### src/rtl/bce_pkg.sv
// ----------------------------------------------------------------------------
// bce_pkg - shared definitions for the bezier curve evaluator
// coordinate type, parameter format constants and register indexes
// ----------------------------------------------------------------------------
package bce_pkg;

    // signed Q15.16 coordinate
    localparam int COORD_W = 32;
    typedef logic signed [COORD_W-1:0] coord_t;

    // unsigned Q1.16 curve parameter
    localparam int PARAM_W = 17;
    typedef logic [PARAM_W-1:0] param_t;
    localparam param_t T_ONE = param_t'(65536);
    localparam int FRAC_W = 16;

    // difference and product widths
    localparam int DIFF_W = COORD_W + 1;
    localparam int PROD_W = 50;

    // control points
    localparam int MAX_POINTS     = 4;
    localparam int DEFAULT_POINTS = 4;

    // configuration register map
    localparam int NUM_REGS = 2 * MAX_POINTS;
    localparam int REG_IDX_W = $clog2(NUM_REGS);
    typedef logic [REG_IDX_W-1:0] reg_idx_t;

    typedef enum logic [REG_IDX_W-1:0] {
        REG_P0_X = 3'd0,
        REG_P0_Y = 3'd1,
        REG_P1_X = 3'd2,
        REG_P1_Y = 3'd3,
        REG_P2_X = 3'd4,
        REG_P2_Y = 3'd5,
        REG_P3_X = 3'd6,
        REG_P3_Y = 3'd7
    } reg_code_t;

    // register stages in one interpolation level
    localparam int LEVEL_STAGES = 3;

endpackage

### src/rtl/bce_lerp.sv
// ----------------------------------------------------------------------------
// bce_lerp - one interpolation lane
// a + ((b - a) * t) >>> 16 over three register stages
// ----------------------------------------------------------------------------
module bce_lerp (
    input  logic            clk,
    input  bce_pkg::coord_t a,
    input  bce_pkg::coord_t b,
    input  bce_pkg::param_t t_d1,   // t aligned with the difference register
    output bce_pkg::coord_t y
);

    localparam int DIFF_W = bce_pkg::DIFF_W;
    localparam int PROD_W = bce_pkg::PROD_W;
    localparam int COORD_W = bce_pkg::COORD_W;
    localparam int FRAC_W = bce_pkg::FRAC_W;
    localparam int SUM_W = PROD_W - FRAC_W;

    bce_pkg::coord_t            a1_reg;
    bce_pkg::coord_t            a2_reg;
    logic signed [DIFF_W-1:0]   diff_reg;
    logic signed [DIFF_W-1:0]   diff_next;
    logic signed [PROD_W-1:0]   prod_reg;
    logic signed [PROD_W-1:0]   prod_next;
    logic signed [DIFF_W+bce_pkg::PARAM_W:0] prod_full;
    logic signed [SUM_W-1:0]    sum;
    bce_pkg::coord_t            y_reg;

    always_comb
    begin
        diff_next = DIFF_W'(b) - DIFF_W'(a);
        prod_full = diff_reg * $signed({1'b0, t_d1});
        // product always fits in PROD_W bits
        prod_next = prod_full[PROD_W-1:0];
        // arithmetic shift: keep the upper bits of the product
        sum = SUM_W'(a2_reg) + prod_reg[PROD_W-1:FRAC_W];
    end

    always_ff @(posedge clk)
    begin
        a1_reg   <= a;
        diff_reg <= diff_next;
        a2_reg   <= a1_reg;
        prod_reg <= prod_next;
        y_reg    <= sum[COORD_W-1:0];
    end

    assign y = y_reg;

endmodule

### src/rtl/bce_level.sv
// ----------------------------------------------------------------------------
// bce_level - one de casteljau level
// reduces LANES+1 points to LANES points, x and y lanes side by side
// ----------------------------------------------------------------------------
module bce_level #(
    parameter int LANES = 1
) (
    input  logic                                   clk,
    input  logic                                   rst_n,
    input  logic                                   in_valid,
    input  bce_pkg::param_t                        in_t,
    input  logic [LANES:0][bce_pkg::COORD_W-1:0]   in_x,
    input  logic [LANES:0][bce_pkg::COORD_W-1:0]   in_y,
    output logic                                   out_valid,
    output bce_pkg::param_t                        out_t,
    output logic [LANES-1:0][bce_pkg::COORD_W-1:0] out_x,
    output logic [LANES-1:0][bce_pkg::COORD_W-1:0] out_y
);

    localparam int STAGES = bce_pkg::LEVEL_STAGES;

    logic [STAGES-1:0]  valid_reg;
    bce_pkg::param_t    t_reg [STAGES];

    // valid bits travel with the data
    always_ff @(posedge clk or negedge rst_n)
    begin
        if (!rst_n)
        begin
            valid_reg <= '0;
        end
        else
        begin
            valid_reg <= {valid_reg[STAGES-2:0], in_valid};
        end
    end

    always_ff @(posedge clk)
    begin
        t_reg[0] <= in_t;
        for (int s = 1; s < STAGES; s++)
        begin
            t_reg[s] <= t_reg[s-1];
        end
    end

    for (genvar i = 0; i < LANES; i++)
    begin : g_lane
        bce_lerp u_lerp_x (
            .clk  (clk),
            .a    (in_x[i]),
            .b    (in_x[i+1]),
            .t_d1 (t_reg[0]),
            .y    (out_x[i])
        );
        bce_lerp u_lerp_y (
            .clk  (clk),
            .a    (in_y[i]),
            .b    (in_y[i+1]),
            .t_d1 (t_reg[0]),
            .y    (out_y[i])
        );
    end

    assign out_valid = valid_reg[STAGES-1];
    assign out_t     = t_reg[STAGES-1];

endmodule

### config.mk
export PLATFORM = sky130hd
export DESIGN_NAME = bce_level
export DESIGN_NICKNAME = d
export VERILOG_FILES = /design/src/rtl/bce_pkg.sv /design/src/rtl/bce_lerp.sv /design/src/rtl/bce_level.sv
export SDC_FILE = /design/constraint.sdc
export NUM_CORES = 2
export LEC_CHECK = 0
export ABC_AREA = 1
export BUFFER_PORTS_ARGS = -buffer_cell sky130_fd_sc_hd__buf_4
export CORE_UTILIZATION = 44
export DETAILED_ROUTE_END_ITERATION = 12
export GPL_TIMING_DRIVEN = 1
export HOLD_SLACK_MARGIN = 0.1
export PLACE_DENSITY = 0.66
export SYNTH_ARGS = -nofsm -noshare
export SYNTH_HDL_FRONTEND = slang
export SYNTH_SLANG_ARGS = --single-unit
### constraint.sdc
create_clock -name clk -period 5.65 [get_ports clk]
set_input_delay 0.2825 -clock clk [delete_from_list [all_inputs] [get_ports clk]]
set_output_delay 0.2825 -clock clk [all_outputs]
set_load 0.01 [all_outputs]
==> summary.txt <==
Timing
  • Slew Limit Fails: 0
  • Crit path time final: 5560 ps
  • Setup-failing EPs final: 0
  • Period utilisation layout: 0.985
  • Hold Slack: 132 ps
  • Clock skew: approximately 31 ps
  • Least-Margin Pin Slew: 659 ps
  • Relative slew slack: 0.560
  • Max Clk Rate: 180 MHz
  • Final hold vios: 0
  • Unrepaired setup endpoints after global routing: yes

Floorplanning
  • Starting density of the core: 0.443
  • Die Ht: 360 um
  • Core box area: 127000 um^2
  • Row count: 131
  • Die ar.: 130000 um^2
  • Top Ports: between 200 and 250
  • Die W: ~360 um

Placement
  • PortBufs: 229
  • Final HPWL DP: 145 mm
  • GPL Wtd Cong: 0.967

Global route
  • GRT Util Overall: 0.273
  • Initial antenna violation count: 5
  • Largest net degree at the start of global routing: between 50 and 60
  • First-pass GRT wire length: 276 mm
  • Vias in the first global route: 50400
  • Grt total ovfl: 0

Logic synthesis
  • Mapped Nets: around 9000
  • EDFF count, synth: 0
  • Top FF cell, synth: dfxtp_1
  • Synthesis-stage register bit count: 376
  • Synthesized area per cell: 7.54 um^2
  • Mapped Area: 56400 um^2
  • Post-synthesis sequential area ratio: 0.134
  • Asr flop ratio synth: 0.00798
  • Post-synth top area cell: fa_1
  • Yosys Warn Count: 0
  • Top cells by area, synth: fa_1 (37%), inv_1 (15%), dfxtp_1 (13%)
  • Syn Inst Count: 7485
  • Synth top area share: 0.366
  • Unique masters post-synth: 45

Drt
  • 1st-pass router iterations: 6
  • Avg Vias per Cell: just under 5
  • Antenna viol nets, final: 0
  • WL/cell: between 15 and 20 um
  • Final WL: 184 mm
  • Vias: 48800
  • Starting DRT DRC Count: 3438
  • Drc violations: 0

Clocking
  • Clock Latency Late Sink: 660 ps
  • CTS tree: done
  • Root Driver: clkbuf_16
  • H-tree levels: 2
  • Worst-case clock buffer depth: 3
  • Clk pin slew, worst setup/hold paths: 60 ps
  • Clock sink count: 376
  • CTS Buf Count: between 40 and 50

Worst setup path
  • Largest stage delay, worst path: between 500 and 600 ps
  • Most frequent CP cell: inv_1
  • Worst path required time: 6200 ps
  • Crit-path cells: buf_12 > buf_12 > buf_4 > nand2_1 > inv_1 > fa_1 > inv_1 > fa_1 > inv_1 > fa_2 > fa_2 > fa_1 > inv_1 > fa_1 > inv_1 > ha_4 > nand2_2 > nor2_4 > inv_2 > nor3_4 > and3_4 > nand3_4 > nand4_1 > nand2_1
  • CP endpoint kind: flip-flop
  • Critical-path top delay cell: fa_2
  • Crit path arrival time: 6110 ps
  • Critical path launch point type: flip-flop
  • Crit Path Max Fanout: 15
  • Critical path type: flip-flop to flip-flop

Finish
  • FF+latch area: 7600 um^2
  • Layout cell share with drive strength beyond 1: 0.172
  • Multi-input gate area: 41600 um^2
  • Final #Nets: 9698
  • Fillcell total: 11700
  • Area delta synth->final: 24.2%
  • Max reg flops: 51

Hold path
  • Type of the most critical hold path: input port to flip-flop

Status
  • Status: finished clean

Job
  • MaxCap Viol Count: 0
## cells in the mapped netlist (all sizes together) (19+ instances only)
| cell type | instances |
|---|---|
| xnor2 | 47 |
| xor2 | 100 |
| nand4 | 41 |
| inv | 2285 |
| nand3 | 172 |
| a21oi | 265 |
| dfxtp | 373 |
| a21o | 19 |
| o21ai | 150 |
| nor3 | 36 |
| fa | 1032 |
| o21bai | 43 |
| clkbuf | 209 |
| ha | 346 |
| nand2 | 1906 |
| buf | 57 |
| nor2 | 316 |
## area by class of cell
class,instances,share of cell area
multi-input combinational,4558,0.593
sequential,376,0.108
tap,1662,0.0297
clock inverter,31,0.00621
antenna,1,0.0000357
clock buffer,59,0.0188
inverter,2285,0.122
timing repair buffer,903,0.121
## critical path: cells and delay by family, from the launching register on
kind          cells  cell delay, ps
fa+ha+maj         7            3270
buf+inv           9             820
flops             1             320
simple gates      8             970
## kinds of logic (layout without fill, tap and decap cells)
logic type | count (synthesis) | in the layout | share of synthesized area
adder cells (fa/ha/maj) | 1378 | 1378 | 0.443
XOR/XNOR | 147 | 147 | 0.0228
other | 0 | 1 | 0
AND/OR/NAND/NOR | 2503 | 2503 | 0.177
AO/OA/AOI/OAI | 530 | 530 | 0.0533
flip-flops | 376 | 376 | 0.134
buffers and inverters | 2551 | 3278 | 0.171
## path summary, 6_finish.rpt
kind                                               startpoint                              end  slack (ps)  cells after the start
worst max register to register                    t_reg[0][7]  g_lane[0].u_lerp_x.prod_reg[41]          90                     24
worst max-delay path                              t_reg[0][7]  g_lane[0].u_lerp_x.prod_reg[41]          90                     24
worst min register to register  g_lane[0].u_lerp_y.a1_reg[13]    g_lane[0].u_lerp_y.a2_reg[13]         320                      0
worst min-delay path                                 in_y[56]  g_lane[0].u_lerp_y.diff_reg[24]         130                      3
min in group asynchronous                               rst_n                     valid_reg[0]         520                      3
max in group asynchronous                               rst_n                     valid_reg[1]        4990                      3
## metal layers
metal / GRT usage / share of wire
met1: 0.361 / 0.41
met2: 0.460 / 0.47
met3: 0.0390 / 0.074
met4: 0.0884 / 0.041
met5: 0 / 0.00025
## cell usage in the layout (no fill, tap or decap), types with 9 or more instances in the layout
cell           netlist  final
inv_1             2283   2231
nand2_1           1899   1798
fa_1              1032    997
buf_4               17    661
dfxtp_1            373    348
ha_1               346    281
nor2_1             306    221
a21oi_1            262    197
nand3_1            164    151
dlygate4sd3_1        0    116
xor2_1             100     96
nand2_2              7     89
o21ai_0            127     83
buf_12               0     83
clkbuf_16            0     61
ha_4                 0     60
a21oi_2              3     55
inv_2                2     54
nor2_2              10     53
xnor2_1             47     46
nor2_4               0     42
nand4_1             41     41
o21bai_1            43     38
fa_2                 0     35
o21ai_2             13     33
o21ai_1             10     32
nor3_1              31     23
buf_6                0     22
nand2_4              0     19
a21o_1              19     19
nand3_2              8     19
nand3b_1            16     16
a21oi_4              0     13
dfxtp_2              0     13
o21a_1              14     12
a21boi_0            14     12
dfxtp_4              0     12
o211ai_1             9      9
## stage by stage
step | setup TNS [ps] | setup WS [ps] | cells | area [um^2] | utilization
3_3_place_gp | -6280 | -365 | 9576 | 63500 | 0.499
6_report | 0 | 86.3 | 9875 | 70100 | 0.550
3_5_place_dp | -6290 | -329 | 9576 | 63500 | 0.499
5_1_grt | -1930 | -124 | 9874 | 70100 | 0.550
4_1_cts | -37.7 | -14.7 | 9797 | 67200 | 0.527
2_1_floorplan | 0 | 33.0 | 7485 | 56500 | -
## repair_timing
| item | 4_1_cts | 5_1_grt |
|---|---|---|
| endpoints found under the hold margin | 118 | 0 |
| resized for setup | 125 | 572 |
| gates cloned | 3 | 13 |
| hold buffers | 116 | 0 |
| endpoints found under the setup margin | 60 | 63 |
| setup buffers | 12 | 66 |
| pin swaps | 20 | 219 |
Power is not shown: default switching activity piles up to over one toggle a cycle in this logic, so the estimate is an artifact.
